===== src/rtl/jbf_pkg.sv =====
`timescale 1ns / 1ps
package jbf_pkg;

    // Frame geometry.
    localparam int MAX_WIDTH   = 1024;
    localparam int RADIUS      = 2;
    localparam int WIN_SIDE    = 2 * RADIUS + 1;
    localparam int TAPS        = WIN_SIDE * WIN_SIDE;
    localparam int RING_DEPTH  = WIN_SIDE * MAX_WIDTH;
    localparam int RING_AW     = $clog2(RING_DEPTH);
    localparam int FW_W        = $clog2(MAX_WIDTH + 1);
    localparam int ROW_W       = 13;
    localparam int CNT_W       = FW_W + ROW_W;

    // Sample and accumulator widths.
    localparam int SAMPLE_W    = 16;
    localparam int WSUM_W      = SAMPLE_W + $clog2(TAPS);
    localparam int SUM_W       = 2 * SAMPLE_W + $clog2(TAPS);

    // Default depth of the command queue between front and back.
    localparam int DEF_QUEUE_DEPTH = 4;

    // Exponential weight table, Q0.16, covering arguments 0 to 16.0.
    localparam int          EXP_ENTRIES = 256;
    localparam int          EXP_IDX_W   = $clog2(EXP_ENTRIES);
    localparam logic [63:0] EXP_LIMIT   = 64'h0000_0000_0010_0000;
    localparam logic [63:0] INV_E_Q32   = 64'd1580030169;

    typedef logic [15:0] exp_table_t [EXP_ENTRIES];

    // Each entry is exp(-16*i/N): a Taylor series on the fraction, then one
    // rounded multiply by 1/e for every whole unit, then rounding to Q16.
    function automatic exp_table_t build_exp_table();
        exp_table_t  tbl;
        logic [63:0] x;
        logic [63:0] t;
        logic [63:0] term;
        logic [63:0] v;
        logic [63:0] r;
        longint      acc;
        int          a;
        for (int i = 0; i < EXP_ENTRIES; i++) begin
            x    = (64'(i) << 36) / EXP_ENTRIES;
            a    = int'(x >> 32);
            t    = x & 64'h0000_0000_FFFF_FFFF;
            term = 64'h0000_0001_0000_0000;
            acc  = longint'(term);
            for (int k = 1; k <= 24; k++) begin
                term = ((term * t) >> 32) / 64'(k);
                if ((k & 1) != 0) begin
                    acc = acc - longint'(term);
                end
                else begin
                    acc = acc + longint'(term);
                end
            end
            v = (acc > 0) ? 64'(acc) : 64'd0;
            for (int j = 0; j < a; j++) begin
                v = (v * INV_E_Q32 + 64'h0000_0000_8000_0000) >> 32;
            end
            r = (v + 64'd32768) >> 16;
            tbl[i] = (r > 64'd65535) ? 16'hFFFF : r[15:0];
        end
        return tbl;
    endfunction

    localparam exp_table_t EXP_TABLE = build_exp_table();

    typedef enum logic {
        OP_PIXEL = 1'b0,
        OP_FLUSH = 1'b1
    } opcode_t;

    typedef enum logic [1:0] {
        CFG_IMAGE_WIDTH      = 2'd0,
        CFG_IMAGE_HEIGHT     = 2'd1,
        CFG_INV_TWO_SIGMA_SQ = 2'd2,
        CFG_BOX_MODE         = 2'd3
    } cfg_index_t;

    typedef struct packed {
        opcode_t              opcode;
        logic [SAMPLE_W-1:0]  pixel_value;
        logic [SAMPLE_W-1:0]  guide_value;
    } in_item_t;

    typedef struct packed {
        logic [SAMPLE_W-1:0]  filtered_value;
        logic                 frame_end;
    } out_item_t;

    // One command from the front: an optional line store write followed by
    // an optional output computation.
    typedef struct packed {
        logic                 do_write;
        logic [RING_AW-1:0]   wr_addr;
        logic [SAMPLE_W-1:0]  value;
        logic [SAMPLE_W-1:0]  guide;
        logic                 do_emit;
        logic [RING_AW-1:0]   ctr_addr;
        logic [ROW_W-1:0]     out_row;
        logic [FW_W-1:0]      out_col;
        logic [FW_W-1:0]      frame_w;
        logic [ROW_W-1:0]     frame_h;
        logic                 frame_end;
    } cmd_t;

endpackage


===== src/rtl/jbf_queue.sv =====
`timescale 1ns / 1ps
module jbf_queue #(
    parameter int DEPTH = jbf_pkg::DEF_QUEUE_DEPTH
) (
    input  logic          clk,
    input  logic          rst_n,
    input  logic          push,
    input  jbf_pkg::cmd_t push_cmd,
    output logic          full,
    input  logic          pop,
    output jbf_pkg::cmd_t pop_cmd,
    output logic          empty
);
    import jbf_pkg::*;

    localparam int AW = (DEPTH > 1) ? $clog2(DEPTH) : 1;
    localparam int CW = $clog2(DEPTH + 1);

    cmd_t          slot_mem [DEPTH];
    logic [AW-1:0] wr_ptr_reg;
    logic [AW-1:0] rd_ptr_reg;
    logic [CW-1:0] count_reg;

    assign full    = (count_reg == CW'(DEPTH));
    assign empty   = (count_reg == '0);
    assign pop_cmd = slot_mem[rd_ptr_reg];

    always_ff @(posedge clk) begin
        if (push) begin
            slot_mem[wr_ptr_reg] <= push_cmd;
        end
    end

    always_ff @(posedge clk or negedge rst_n) begin
        if (!rst_n) begin
            wr_ptr_reg <= '0;
            rd_ptr_reg <= '0;
            count_reg  <= '0;
        end
        else begin
            if (push) begin
                wr_ptr_reg <= (wr_ptr_reg == AW'(DEPTH - 1)) ? '0 : wr_ptr_reg + AW'(1);
            end
            if (pop) begin
                rd_ptr_reg <= (rd_ptr_reg == AW'(DEPTH - 1)) ? '0 : rd_ptr_reg + AW'(1);
            end
            if (push && !pop) begin
                count_reg <= count_reg + CW'(1);
            end
            else if (pop && !push) begin
                count_reg <= count_reg - CW'(1);
            end
        end
    end

endmodule


===== config.mk =====
export PLATFORM = sky130hd
export DESIGN_NAME = jbf_queue
export DESIGN_NICKNAME = d
export VERILOG_FILES = /design/src/rtl/jbf_pkg.sv /design/src/rtl/jbf_queue.sv
export SDC_FILE = /design/constraint.sdc
export NUM_CORES = 1
export LEC_CHECK = 0
export BUFFER_PORTS_ARGS = -buffer_cell sky130_fd_sc_hd__buf_2
export CAP_MARGIN = 10
export CORE_MARGIN = 8
export CORE_UTILIZATION = 28
export DETAILED_ROUTE_END_ITERATION = 12
export MAX_ROUTING_LAYER = met4
export PLACE_DENSITY = 0.42
export SYNTH_ARGS = -nofsm -noshare
export SYNTH_HDL_FRONTEND = slang
export SYNTH_SLANG_ARGS = --single-unit

===== constraint.sdc =====
create_clock -name clk -period 3.6 [get_ports clk]
set_clock_uncertainty 0.15 [all_clocks]
set_input_delay 0 -clock clk [delete_from_list [all_inputs] [get_ports clk]]
set_output_delay 0 -clock clk [all_outputs]
set_load 0.01 [all_outputs]

# After elaboration in Yosys (flattened, before gate mapping)
# Memory sizes are Yosys's and may differ from the RTL's.
# Index checks and enable logic that the tools add are counted.
[classes] reduce_logical=6 mux=6 n_eq_ne=3 add_sub_neg=4
[ops] cell="two-way mux 3 bit" n=2
[ops] cell="adder 2 x 1 -> 2 bit, second input constant" n=2
[ops] cell="equality test 2 bit, second input constant" n=2
[ops] cell="two-way mux 2 bit" n=2
[ops] cell="adder 3 x 1 -> 3 bit, second input constant" n=1
[ops] cell="equality test 3 bit, second input constant" n=1
[ops] cell="logical NOT 3 bit" n=1
[ops] cell="subtractor 3 x 1 -> 3 bit, second input constant" n=1
[ops] cell="logical AND 1 bit" n=2
[ops] cell="logical NOT 1 bit" n=2
[ops] cell="two-way mux 1 bit" n=2
[ops] cell="nonzero test 2 bit" n=1
[word_totals] inputBits=113 register_bits=7 wordCells=23 memories=1 ramBits=436 output_inout_bits=111
[memory_table] name="slot_mem" words=4 word_bits=109 read_ports=1 rd_clocked_by_memory_dff=0 wr=1 line_no="jbf_queue.sv:19" rtl="cmd_t slot_mem [DEPTH];"

# Depth between registers and ports, before layout
[depth] ltp_word=4 depth_mapped=7 ltp_nobuf=7

# Least setup slack after synthesis
# Ideal clock, no wire load.
[synth_timing] kind="reg2reg" start="reg wr_ptr_reg[0]" end="mem slot_mem[2][0] (netlist bit), enable pin" arrival_ns=3.136 synth_period_minus_slack_ns=3.766 path_buffers=0 setup_ns=0.480 setup_slack_ns=-0.166 required_ns=2.970 path_stages_with_launch=4 cell_sequence="dfrtp_1 -> inv_1 -> ha_1 -> and2_1"
[synth_lines] element="start: declaration" line_no="jbf_queue.sv:20" rtl="logic [AW-1:0] wr_ptr_reg;"
[synth_lines] element="start signal: assignment" line_no="jbf_queue.sv:42" rtl="wr_ptr_reg <= (wr_ptr_reg == AW'(DEPTH - 1)) ? '0 : wr_ptr_reg + AW'(1);"
[synth_lines] element="end: declaration" line_no="jbf_queue.sv:19"
# Straight into the memory's write port.

==> results.md <==
- Clk buf depth: 3
- Initial antenna violation count: 1
- Sink of the worst hold path: slot_mem[2][93]
- Row count: 88
- Leading cell type in the layout, fill and taps excluded: edfxtp_1
- Total grt overflow: 0
- Die area: 0.0656 sq mm
- Largest net degree at the start of global routing: 110
- Routed length per instance: 19.9 um
- Slew Viols, Final: 0
- Number of max-cap violations: 0
- Max incr delay on CP: 870 ps
- Clk sinks: 443
- Syn avg cell area: 26.6 sq um
- Latest clock arrival within the worst-skew pair: 560 ps
- Bufs and invs on worst path: 2
- Unrepaired setup endpoints after global routing: no
- Critical Path Fanout Max: 30
- Max FFs per register: 436
- Number of I/O pins: 224
- CP max-delay cell: dfrtp_4
- Crit. Startpoint: rd_ptr_reg[0]
- H-tree levels: 2
- Family with the most delay on the worst path: flip-flops
- Synth Net Count: 726
- Drt first-iter violations: 304
- Fin Setup TNS: 0 ps
- Yosys top cell area share: 81.1%
- Mapped Cells: 606
- Register area share after synthesis: 82.2%
- Core outline area: 0.0574 sq mm
- CTS tree: yes
- Slew HR: 48.4%
- Root Driver: clkbuf_16
- Die height: 256 um
- Starting Density: 28.1%
- Synth Warn #: 0
- Worst hold slack: 38.6 ps
- Total GRT Usage: 11.3%
- Endpoints failing hold: 0
- Final core utilization: 36.9%
- Reg2reg path depth: 4
- Synth-to-Final Area Change: 31.3%
- Fin crit share: 74.0%
- CP arrival: 2520 ps
- Vias in the first global route: 8887
- Worst-Margin Slew: 774 ps
- Vias/cell: 4.22
- Synth top area cells: edfxtp_1, mux4_2, dfrtp_1, buf_6, ha_1
- P_leak: 7.20 nW
- WS Path Type: flip-flop to output port
- Cell accounting for the most synthesized area: edfxtp_1
- Most frequent cells in the layout: edfxtp_1, buf_2, dlygate4sd3_1, mux4_2, clkbuf_16
- Residual DRC: 0
- Crit path time final: 2670 ps
- Num CTS Buffers: 49
- Worst path required time: 3450 ps
- Status: finished, final reports clean
- Tot Pwr: 16.1 mW
- Startpoint of the worst hold path: push_cmd[93]
- Netlist Area Pre-Place: 0.0161 sq mm
- Worst r2r dst: slot_mem[0][60]
- Antenna viol nets, final: 0
- First-pass GRT wire length: 55500 um
- Achievable Freq: 375 MHz
- CP Capture Type: output port
- Yosys reg bits: 443
- Unique masters post-synth: 19
- Pre-antenna DRT Iters: 4
- Total Routed Length: 36000 um
- RePlAce Congestion: 0.663
- VDD IR-drop max: 0.000364 V
- Die width: 256 um
- Nets: 1132
- R2r setup slk: 1570 ps
- Hold path cells: 2
- Vias: 7644
- PwrDens: 759 mW/mm^2
- FF-to-FF Start: wr_ptr_reg[0]
- Fillers: 5295
- Final setup fails: 0
- CP cell instances: buf_12 > mux4_2 > buf_2
- Hold crit path type: primary input to flip-flop
- Crit start category: flip-flop
- Clock slew at reported path FFs: 60 ps
- Hpwl dp: 20200 um
- Port bufs: 223
- Share of post-route cells with drive strength above 1: 40.2%
worst max path at each step:
stage,endpoint,slack (ps),cells after the start
final,pop_cmd[67],930,3
after global routing,pop_cmd[61],730,3
after CTS,pop_cmd[41],770,3
after detailed placement,pop_cmd[41],1410,3
after global placement,pop_cmd[67],1410,3
after floorplan,slot_mem[2][0],1040,3
routing by layer:
metal	share of wire [%]	routed length [um]	GRT usage [%]	vias up
met2	52	18600	19.1	162
met5	0	0	-	-
met1	41	14600	12.9	3980
met4	2.3	829	3.16	0
met3	5.4	1950	3.31	60
li1	-	-	-	3442
cells in the mapped netlist:
master,number
and2_1,4
xor2_1,2
o21ai_0,2
buf_6,10
nor3_1,1
nand2_1,2
inv_1,4
mux2_2,3
mux4_2,109
dfrtp_1,7
clkbuf_1,2
nor2_1,3
nor3b_1,1
fa_1,1
ha_1,6
buf_4,3
buf_2,9
xnor2_1,1
edfxtp_1,436
metrics by stage:
stage          instances  setup WS (ps)  instance area (sq um)
2_1_floorplan        606           1040                  16200
3_5_place_dp        1585           1410                  18300
6_report            1813            934                  21200
5_1_grt             1813            728                  21200
3_3_place_gp        1585           1410                  18300
4_1_cts             1812            771                  21200
layout make-up:
| cell class | instances | area [sq um] | share of cell area, % |
|---|---|---|---|
| Antenna cell | 1 | 2.50 | 0.0118 |
| Clock buffer | 63 | 1320 | 6.23 |
| Clock inverter | 23 | 173 | 0.815 |
| Inverter | 4 | 15.0 | 0.0708 |
| Multi-Input combinational cell | 135 | 2690 | 12.7 |
| Sequential cell | 443 | 13300 | 62.6 |
| Tap cell | 765 | 957 | 4.52 |
| Timing Repair Buffer | 379 | 2770 | 13.0 |
power breakdown:
group / internal [mW] / switching [mW]
Clock: 2.72 / 1.94
Sequential: 6.61 / 0.345
Combinational: 2.13 / 2.35
Total: 11.5 / 4.63
repair_timing:
item / in CTS / in global routing
endpoints found under the hold margin: 455 / 0
hold buffers: 141 / 0
resized for setup: 0 / 0
buffers inserted: 0 / 0
cell families (layout without fill, tap and decap cells):
| logic type | count (synthesis) | count (layout) | share of synthesized area, % |
|---|---|---|---|
| AO/OA/AOI/OAI | 2 | 2 | 0.0620 |
| XOR/XNOR | 3 | 3 | 0.163 |
| adder cells (fa/ha/maj) | 7 | 7 | 0.589 |
| buffers and inverters | 28 | 469 | 1.26 |
| flip-flops | 443 | 443 | 82.2 |
| multiplexers | 112 | 112 | 15.4 |
| other | 0 | 1 | 0 |
| AND/OR/NAND/NOR | 11 | 11 | 0.349 |
Power figures use the tool's default switching activity.
