$ cat src/rtl/jbf_pkg.sv
`timescale 1ns / 1ps
package jbf_pkg;

    // Frame geometry.
    localparam int MAX_WIDTH   = 1024;
    localparam int RADIUS      = 2;
    localparam int WIN_SIDE    = 2 * RADIUS + 1;
    localparam int TAPS        = WIN_SIDE * WIN_SIDE;
    localparam int RING_DEPTH  = WIN_SIDE * MAX_WIDTH;
    localparam int RING_AW     = $clog2(RING_DEPTH);
    localparam int FW_W        = $clog2(MAX_WIDTH + 1);
    localparam int ROW_W       = 13;
    localparam int CNT_W       = FW_W + ROW_W;

    // Sample and accumulator widths.
    localparam int SAMPLE_W    = 16;
    localparam int WSUM_W      = SAMPLE_W + $clog2(TAPS);
    localparam int SUM_W       = 2 * SAMPLE_W + $clog2(TAPS);

    // Default depth of the command queue between front and back.
    localparam int DEF_QUEUE_DEPTH = 4;

    // Exponential weight table, Q0.16, covering arguments 0 to 16.0.
    localparam int          EXP_ENTRIES = 256;
    localparam int          EXP_IDX_W   = $clog2(EXP_ENTRIES);
    localparam logic [63:0] EXP_LIMIT   = 64'h0000_0000_0010_0000;
    localparam logic [63:0] INV_E_Q32   = 64'd1580030169;

    typedef logic [15:0] exp_table_t [EXP_ENTRIES];

    // Each entry is exp(-16*i/N): a Taylor series on the fraction, then one
    // rounded multiply by 1/e for every whole unit, then rounding to Q16.
    function automatic exp_table_t build_exp_table();
        exp_table_t  tbl;
        logic [63:0] x;
        logic [63:0] t;
        logic [63:0] term;
        logic [63:0] v;
        logic [63:0] r;
        longint      acc;
        int          a;
        for (int i = 0; i < EXP_ENTRIES; i++) begin
            x    = (64'(i) << 36) / EXP_ENTRIES;
            a    = int'(x >> 32);
            t    = x & 64'h0000_0000_FFFF_FFFF;
            term = 64'h0000_0001_0000_0000;
            acc  = longint'(term);
            for (int k = 1; k <= 24; k++) begin
                term = ((term * t) >> 32) / 64'(k);
                if ((k & 1) != 0) begin
                    acc = acc - longint'(term);
                end
                else begin
                    acc = acc + longint'(term);
                end
            end
            v = (acc > 0) ? 64'(acc) : 64'd0;
            for (int j = 0; j < a; j++) begin
                v = (v * INV_E_Q32 + 64'h0000_0000_8000_0000) >> 32;
            end
            r = (v + 64'd32768) >> 16;
            tbl[i] = (r > 64'd65535) ? 16'hFFFF : r[15:0];
        end
        return tbl;
    endfunction

    localparam exp_table_t EXP_TABLE = build_exp_table();

    typedef enum logic {
        OP_PIXEL = 1'b0,
        OP_FLUSH = 1'b1
    } opcode_t;

    typedef enum logic [1:0] {
        CFG_IMAGE_WIDTH      = 2'd0,
        CFG_IMAGE_HEIGHT     = 2'd1,
        CFG_INV_TWO_SIGMA_SQ = 2'd2,
        CFG_BOX_MODE         = 2'd3
    } cfg_index_t;

    typedef struct packed {
        opcode_t              opcode;
        logic [SAMPLE_W-1:0]  pixel_value;
        logic [SAMPLE_W-1:0]  guide_value;
    } in_item_t;

    typedef struct packed {
        logic [SAMPLE_W-1:0]  filtered_value;
        logic                 frame_end;
    } out_item_t;

    // One command from the front: an optional line store write followed by
    // an optional output computation.
    typedef struct packed {
        logic                 do_write;
        logic [RING_AW-1:0]   wr_addr;
        logic [SAMPLE_W-1:0]  value;
        logic [SAMPLE_W-1:0]  guide;
        logic                 do_emit;
        logic [RING_AW-1:0]   ctr_addr;
        logic [ROW_W-1:0]     out_row;
        logic [FW_W-1:0]      out_col;
        logic [FW_W-1:0]      frame_w;
        logic [ROW_W-1:0]     frame_h;
        logic                 frame_end;
    } cmd_t;

endpackage

$ cat src/rtl/jbf_front.sv
`timescale 1ns / 1ps
module jbf_front (
    input  logic              clk,
    input  logic              rst_n,
    input  logic              pix_valid,
    output logic              pix_stall,
    input  jbf_pkg::in_item_t pix_item,
    input  logic [10:0]       image_width,
    input  logic [12:0]       image_height,
    input  logic              q_full,
    output logic              q_push,
    output jbf_pkg::cmd_t     q_cmd
);
    import jbf_pkg::*;

    logic [CNT_W-1:0]   n_reg, n_next;
    logic [RING_AW-1:0] wr_ptr_reg, wr_ptr_next;
    logic [CNT_W-1:0]   o_reg, o_next;
    logic [RING_AW-1:0] o_ptr_reg, o_ptr_next;
    logic [ROW_W-1:0]   out_row_reg, out_row_next;
    logic [FW_W-1:0]    out_col_reg, out_col_next;
    logic [FW_W-1:0]    fw_reg, fw_next;
    logic [ROW_W-1:0]   fh_reg, fh_next;
    logic               done_reg, done_next;

    logic               accept;
    logic               start;
    logic               is_pixel;
    logic               do_emit;
    logic               last_out;
    logic [FW_W-1:0]    clamp_w;
    logic [ROW_W-1:0]   clamp_h;
    logic [FW_W-1:0]    fw;
    logic [ROW_W-1:0]   fh;
    logic [CNT_W-1:0]   total;
    logic [CNT_W-1:0]   lag;

    assign pix_stall = q_full;
    assign accept    = pix_valid && !q_full;
    assign start     = (n_reg == '0);

    always_comb begin
        if (image_width == '0) begin
            clamp_w = FW_W'(1);
        end
        else if (32'(image_width) > MAX_WIDTH) begin
            clamp_w = FW_W'(MAX_WIDTH);
        end
        else begin
            clamp_w = FW_W'(image_width);
        end
        clamp_h = (image_height == '0) ? ROW_W'(1) : image_height;
    end

    // The frame size is taken from the registers at the first pixel.
    assign fw       = start ? clamp_w : fw_reg;
    assign fh       = start ? clamp_h : fh_reg;
    assign total    = CNT_W'(fw) * CNT_W'(fh);
    assign lag      = CNT_W'(fw) * CNT_W'(RADIUS) + CNT_W'(RADIUS);
    assign is_pixel = !done_reg && (pix_item.opcode == OP_PIXEL);
    assign do_emit  = done_reg || (is_pixel && (n_reg >= lag));
    assign last_out = ((o_reg + CNT_W'(1)) == total);
    assign q_push   = accept && (is_pixel || do_emit);

    always_comb begin
        q_cmd.do_write  = is_pixel;
        q_cmd.wr_addr   = wr_ptr_reg;
        q_cmd.value     = pix_item.pixel_value;
        q_cmd.guide     = pix_item.guide_value;
        q_cmd.do_emit   = do_emit;
        q_cmd.ctr_addr  = o_ptr_reg;
        q_cmd.out_row   = out_row_reg;
        q_cmd.out_col   = out_col_reg;
        q_cmd.frame_w   = fw;
        q_cmd.frame_h   = fh;
        q_cmd.frame_end = last_out;
    end

    always_comb begin
        n_next       = n_reg;
        wr_ptr_next  = wr_ptr_reg;
        o_next       = o_reg;
        o_ptr_next   = o_ptr_reg;
        out_row_next = out_row_reg;
        out_col_next = out_col_reg;
        fw_next      = fw_reg;
        fh_next      = fh_reg;
        done_next    = done_reg;
        if (accept) begin
            if (is_pixel) begin
                n_next = n_reg + CNT_W'(1);
                wr_ptr_next = (wr_ptr_reg == RING_AW'(RING_DEPTH - 1)) ?
                              '0 : wr_ptr_reg + RING_AW'(1);
                if (start) begin
                    fw_next = clamp_w;
                    fh_next = clamp_h;
                end
                if ((n_reg + CNT_W'(1)) == total) begin
                    done_next = 1'b1;
                end
            end
            if (do_emit) begin
                if (last_out) begin
                    n_next       = '0;
                    wr_ptr_next  = '0;
                    o_next       = '0;
                    o_ptr_next   = '0;
                    out_row_next = '0;
                    out_col_next = '0;
                    done_next    = 1'b0;
                end
                else begin
                    o_next = o_reg + CNT_W'(1);
                    o_ptr_next = (o_ptr_reg == RING_AW'(RING_DEPTH - 1)) ?
                                 '0 : o_ptr_reg + RING_AW'(1);
                    if ((out_col_reg + FW_W'(1)) == fw) begin
                        out_col_next = '0;
                        out_row_next = out_row_reg + ROW_W'(1);
                    end
                    else begin
                        out_col_next = out_col_reg + FW_W'(1);
                    end
                end
            end
        end
    end

    always_ff @(posedge clk or negedge rst_n) begin
        if (!rst_n) begin
            n_reg       <= '0;
            wr_ptr_reg  <= '0;
            o_reg       <= '0;
            o_ptr_reg   <= '0;
            out_row_reg <= '0;
            out_col_reg <= '0;
            fw_reg      <= FW_W'(1);
            fh_reg      <= ROW_W'(1);
            done_reg    <= 1'b0;
        end
        else begin
            n_reg       <= n_next;
            wr_ptr_reg  <= wr_ptr_next;
            o_reg       <= o_next;
            o_ptr_reg   <= o_ptr_next;
            out_row_reg <= out_row_next;
            out_col_reg <= out_col_next;
            fw_reg      <= fw_next;
            fh_reg      <= fh_next;
            done_reg    <= done_next;
        end
    end

endmodule

$ cat config.mk
export PLATFORM = sky130hd
export DESIGN_NAME = jbf_front
export DESIGN_NICKNAME = d
export VERILOG_FILES = /design/src/rtl/jbf_pkg.sv /design/src/rtl/jbf_front.sv
export SDC_FILE = /design/constraint.sdc
export NUM_CORES = 1
export LEC_CHECK = 0
export ABC_AREA = 1
export BUFFER_PORTS_ARGS = -buffer_cell sky130_fd_sc_hd__buf_2
export CAP_MARGIN = 20
export CELL_PAD_IN_SITES_DETAIL_PLACEMENT = 2
export CELL_PAD_IN_SITES_GLOBAL_PLACEMENT = 2
export CORE_ASPECT_RATIO = 2
export CORE_MARGIN = 4
export CORE_UTILIZATION = 30
export CTS_CLUSTER_SIZE = 25
export DETAILED_ROUTE_END_ITERATION = 10
export PLACE_DENSITY_LB_ADDON = 0.1
export SLEW_MARGIN = 20
export SYNTH_ARGS = -nofsm -noshare
export SYNTH_HDL_FRONTEND = slang
export SYNTH_SLANG_ARGS = --single-unit
$ cat constraint.sdc
create_clock -name clk -period 8.3 [get_ports clk]
set_clock_uncertainty 0.05 [all_clocks]
set_input_delay 1.66 -clock clk [delete_from_list [all_inputs] [get_ports clk]]
set_output_delay 1.66 -clock clk [all_outputs]
set_load 0.005 [all_outputs]
Word level (Yosys, flattened, before mapping)
Index checks and enable logic that the tools add are counted.

storage, ports and cells
  register bits after elaboration = 123
  output and inout bits = 111
  word-level logic and storage cells = 63

cells by class
  $add $sub $neg = 7
  $mul = 1
  order comparisons = 2
  equal/unequal tests = 5
  multiplexer cells = 23
  bitwise logic cells = 1
  reductions and logical operators = 15

operator list
  kind                     count
  $mux W13                 10
  $mux W24                 4
  $mux W11                 5
  $add A24 B1 Y24 const B  2
  $eq A24 B24 Y1           2
  $add A13 B1 Y13 const B  3
  $eq A13 B13 Y1 const B   2
  $ge A24 B13 Y1           1
  $logic_not A24 Y1        1
  $mul A11 B13 Y24         1
  $add A12 B2 Y13 const B  1
  $logic_not A13 Y1        1
  $add A11 B1 Y11 const B  1
  $eq A11 B11 Y1           1
  $gt A11 B11 Y1 const B   1
  $logic_not A11 Y1        1
  $logic_and A1 B1 Y1      4
  $mux W1                  4
  $reduce_and A2 Y1        2
  $reduce_and A3 Y1        1
  $logic_not A1 Y1         2
  $logic_or A1 B1 Y1       2
  $reduce_bool A2 Y1       1
  $not A1 Y1               1

Logic depth before layout (Yosys ltp)
  word-level depth = 10
  mapped depth = 41
  mapped depth without buffers = 40

Worst setup path before layout
Ideal clock, no wire load.

  path type = in2out
  start point = in image_width[4]
  end point = out q_cmd[0] (netlist name)
  arrival = 7.182 ns
  setup slack = -0.592 ns
  stages = 29
  buffers on the path = 2
  path through = nor2_1 -> nand3_1 -> o21ai_1 -> nand2_1 -> nand2_1 -> nand2_1 -> inv_1 -> buf_1 -> nand2_1 -> fa_1 -> fa_1 -> fa_1 -> fa_1 -> fa_1 -> inv_1 -> ha_1 -> nand2_1 -> inv_1 -> a21oi_1 -> nand2_1 -> nand2_1 -> nand3_1 -> nand3_1 -> a21boi_0 -> nand3_1 -> nor2_1 -> nand4_1 -> inv_1 -> buf_4

RTL lines
  what                RTL line         text
  start: declaration  jbf_front.sv:8   input logic [10:0] image_width,
  end: declaration    jbf_front.sv:12  output jbf_pkg::cmd_t q_cmd

==> key figures <==
Critical path
  • Crit path top cell by count: nand2_1
  • Crit. End Element: output port
  • Crit path launch type: primary input
  • CP max stage delay: 0.56 ns
  • Slowest-stage cell, CP: fa_2
  • Critical path class: primary input to output port
  • RR Startpoint: n_reg[1]$_DFFE_PN0P_
  • Arrival time at the worst endpoint: 7.42 ns
  • Worst R2R End: out_col_reg[6]$_DFFE_PN0P_
  • Reg2Reg Depth: 39
  • Reg2reg setup slack: 0.74 ns
  • Max FO, Critical Path: 8
  • WP data required: 6.59 ns

Yosys
  • Mapped Cells: 2280
  • Post-synthesis simple-gate area fraction: 0.362
  • Mux cell area share after synthesis: 0.00132
  • Ys Warns: 0
  • Post-synth top area share: 0.199
  • Main combinational cell family by area after synthesis: simple AND/OR/NAND/NOR gates
  • Post-synth ARST share: 1.00
  • Post-Synth Adder-Cell Area: 0.197
  • Xor/xnor share of the synthesized area: 0.0442
  • Area leader, netlist: dfrtp_1
  • Count of cell types in the netlist: 51
  • Syn_area_per_cell: 6.66 sq um
  • Net Count, Synth: 2521
  • Synth Area in Compound Gates: 0.0698
  • Number of flops mapped to enable cells by yosys: 0
  • Post-Syn Area: 15200 sq um
  • Register area share after synthesis: 0.203
  • Seq cells post-synth: 123
  • Synth top area cells: dfrtp_1 (20%), nand2_1 (18%), fa_1 (13%)
  • Main synth FF type: dfrtp_1

Layout
  • Cell Count, Final, Fillers Out: 3346
  • Share of cells above drive strength 1: 0.293
  • P&R area growth vs syn: 34.3%
  • Final Core Density: 0.407
  • Final #Nets: 2924

Global routing
  • Vias in the first global route: 19700
  • Largest net degree at the start of global routing: 67
  • First-pass GRT wire length: 112000 microns
  • Layer with the highest usage: met2
  • Met1 Resource Use GR: 0.237
  • Grt total ovfl: 0
  • Gr usage total: 0.265
  • Grt met3 use: 0.0219
  • Initial antenna violation count: 1
  • Met2 Use GR: 0.557

Place
  • Placed Instances: 3270
  • Final estimated routing congestion in global placement: 0.909
  • Worst slack, placed: -1.09 ns
  • Port Buf Inserts: 107
  • Post-DP HPWL: 60900 microns

STA
  • Tmin final: 9.13 ns
  • Worst hold slack: 0.441 ns
  • Slack of the critical path: -0.827 ns
  • Fin. Hold Viols: 0
  • Crit share post-route: 1.10
  • Final setup fails: 1
  • Pins Over Slew Limit: 0
  • Slew @ Worst Pin: 0.851 ns
  • Slew margin rel.: 0.432
  • FMAX: 0.110 GHz
  • Unrepaired setup endpoints after global routing: yes

Drt
  • DR vias: 16900
  • Pre-antenna DRT Iters: 4
  • Final antenna-violating net count: 0
  • Starting DRT DRC Count: 472
  • Via-per-instance ratio: 5.05
  • Total routed wirelength: 73300 microns
  • DRC viols: 0
  • Wirelength per Cell: 21.9 microns

Worst hold path
  • Hold depth: 2
  • Hold Crit Class: flip-flop to flip-flop
  • Worst hold endpoint: fw_reg[4]$_DFFE_PN0P_
  • Hold Startpoint: fw_reg[4]$_DFFE_PN0P_

Flow run
  • MaxCap Viol Count: 0

Floorplanning
  • Die width: 167 microns
  • Initial core utilization: 0.303
  • Core area: 50100 sq um
  • IO Pins: 172
  • Die extent in y: 326 microns
  • Die Footprint: 54500 sq um
  • Core Rows: 116

Clock network
  • Hold-fix buffers, CTS: 0
  • Root Driver: clkbuf_16
  • Clk sinks: 123
  • CTS tree: built
  • Clk pin slew, worst setup/hold paths: 0.07 ns
  • H-tree Lvls: 4
  • Maximum clock insertion buffer count: 2
  • Clk_lat worst skew: 0.46 ns
  • TritonCTS Buffers: 17

Pwr
  • Peak VDD IR: 0.000124 V
  • Pwr Density: 161 nW/um^2
  • Leakage: 0.0101 uW
  • Design Power: 3290 uW

Outcome
  • Run status: complete, but fails checks
  • Violated checks: setup timing
metrics by stage:
stage                     setup TNS (ns)  cell area, sq um
final                             -0.827             20400
after global routing               -1.16             20400
after CTS                         -0.760             20000
after detailed placement          -11.23             18800
after global placement            -0.997             18800
after floorplan                        0             15500
worst max path at each step:
stage	end	startpoint	slack, ns
after floorplan	q_cmd[0]	image_width[2]	0.01
after global placement	q_cmd[0]	image_width[6]	-1.0
after detailed placement	q_cmd[0]	image_width[2]	-1.09
after CTS	q_cmd[0]	image_width[5]	-0.76
after global routing	q_cmd[0]	image_width[2]	-1.16
final	q_cmd[0]	image_width[2]	-0.83
cells in the final DEF, fill, tap and decap left out, types with 77 or more instances in the layout:
master     n
fa_1      86
inv_1    305
o21ai_0   84
nor2_1   212
buf_2     98
nand2_2   77
buf_4    352
dfrtp_1  121
nand3_1  135
nand2_1  656
kinds of logic (layout without fill, tap and decap cells):
group	Yosys count	count (layout)
other	0	1
multiplexers	2	2
buffers and inverters	441	857
flip-flops	123	123
adder cells (fa/ha/maj)	180	180
AO/OA/AOI/OAI	183	183
AND/OR/NAND/NOR	1276	1276
XOR/XNOR	75	75
metal layers:
layer	wire length (microns)	up-vias
li1	-	7882
met1	23400	8527
met2	43600	308
met3	1340	164
met4	4990	0
met5	0	-
synthesized netlist by cell type (3+ instances only):
| cell | instances |
|---|---|
| nand3_4 | 3 |
| or2_2 | 8 |
| o22ai_1 | 28 |
| fa_1 | 98 |
| buf_2 | 15 |
| ha_1 | 82 |
| nor3_1 | 22 |
| o21ai_0 | 85 |
| xor2_1 | 57 |
| nand3_1 | 153 |
| nand4_1 | 55 |
| buf_6 | 8 |
| o21ai_2 | 19 |
| nand3b_1 | 7 |
| clkinv_1 | 5 |
| nand2_4 | 6 |
| nand2_2 | 17 |
| xnor2_1 | 16 |
| nor2_2 | 14 |
| inv_2 | 17 |
| inv_1 | 324 |
| buf_4 | 38 |
| nor2_4 | 7 |
| o21bai_1 | 4 |
| dfrtp_1 | 121 |
| nand2_1 | 728 |
| clkbuf_1 | 31 |
| o21ai_1 | 13 |
| nor3_2 | 3 |
| a21oi_1 | 24 |
| nor4_1 | 5 |
| nor2_1 | 239 |
critical path: cells and delay by family:
family / cells / cell delay (ns)
buffers and inverters: 7 / 0.70
adders and majority gates: 6 / 2.81
and+or+nand+nor: 17 / 1.94
AOI/OAI and AO/OA: 1 / 0.28
where the power goes:
part | switching [uW] | total (uW) | internal (uW)
sequential | 139 | 858 | 718
clock | 350 | 815 | 466
combinational | 973 | 1610 | 641
layout make-up:
class | count | area, sq um
Sequential cell | 123 | 3080
Multi-Input combinational cell | 1716 | 11000
Tap cell | 649 | 812
Clock buffer | 19 | 453
Fill cell | 6063 | 29700
Antenna cell | 1 | 2.50
Inverter | 347 | 1340
Timing Repair Buffer | 478 | 3540
Clock inverter | 13 | 153
what timing repair did:
action / 4_1_cts / 5_1_grt
pin swaps: 71 / 65
buffers inserted: 31 / 12
resized for setup: 121 / 75
endpoints found under the setup margin: 1 / 1
(Power assumes the default switching activity.)
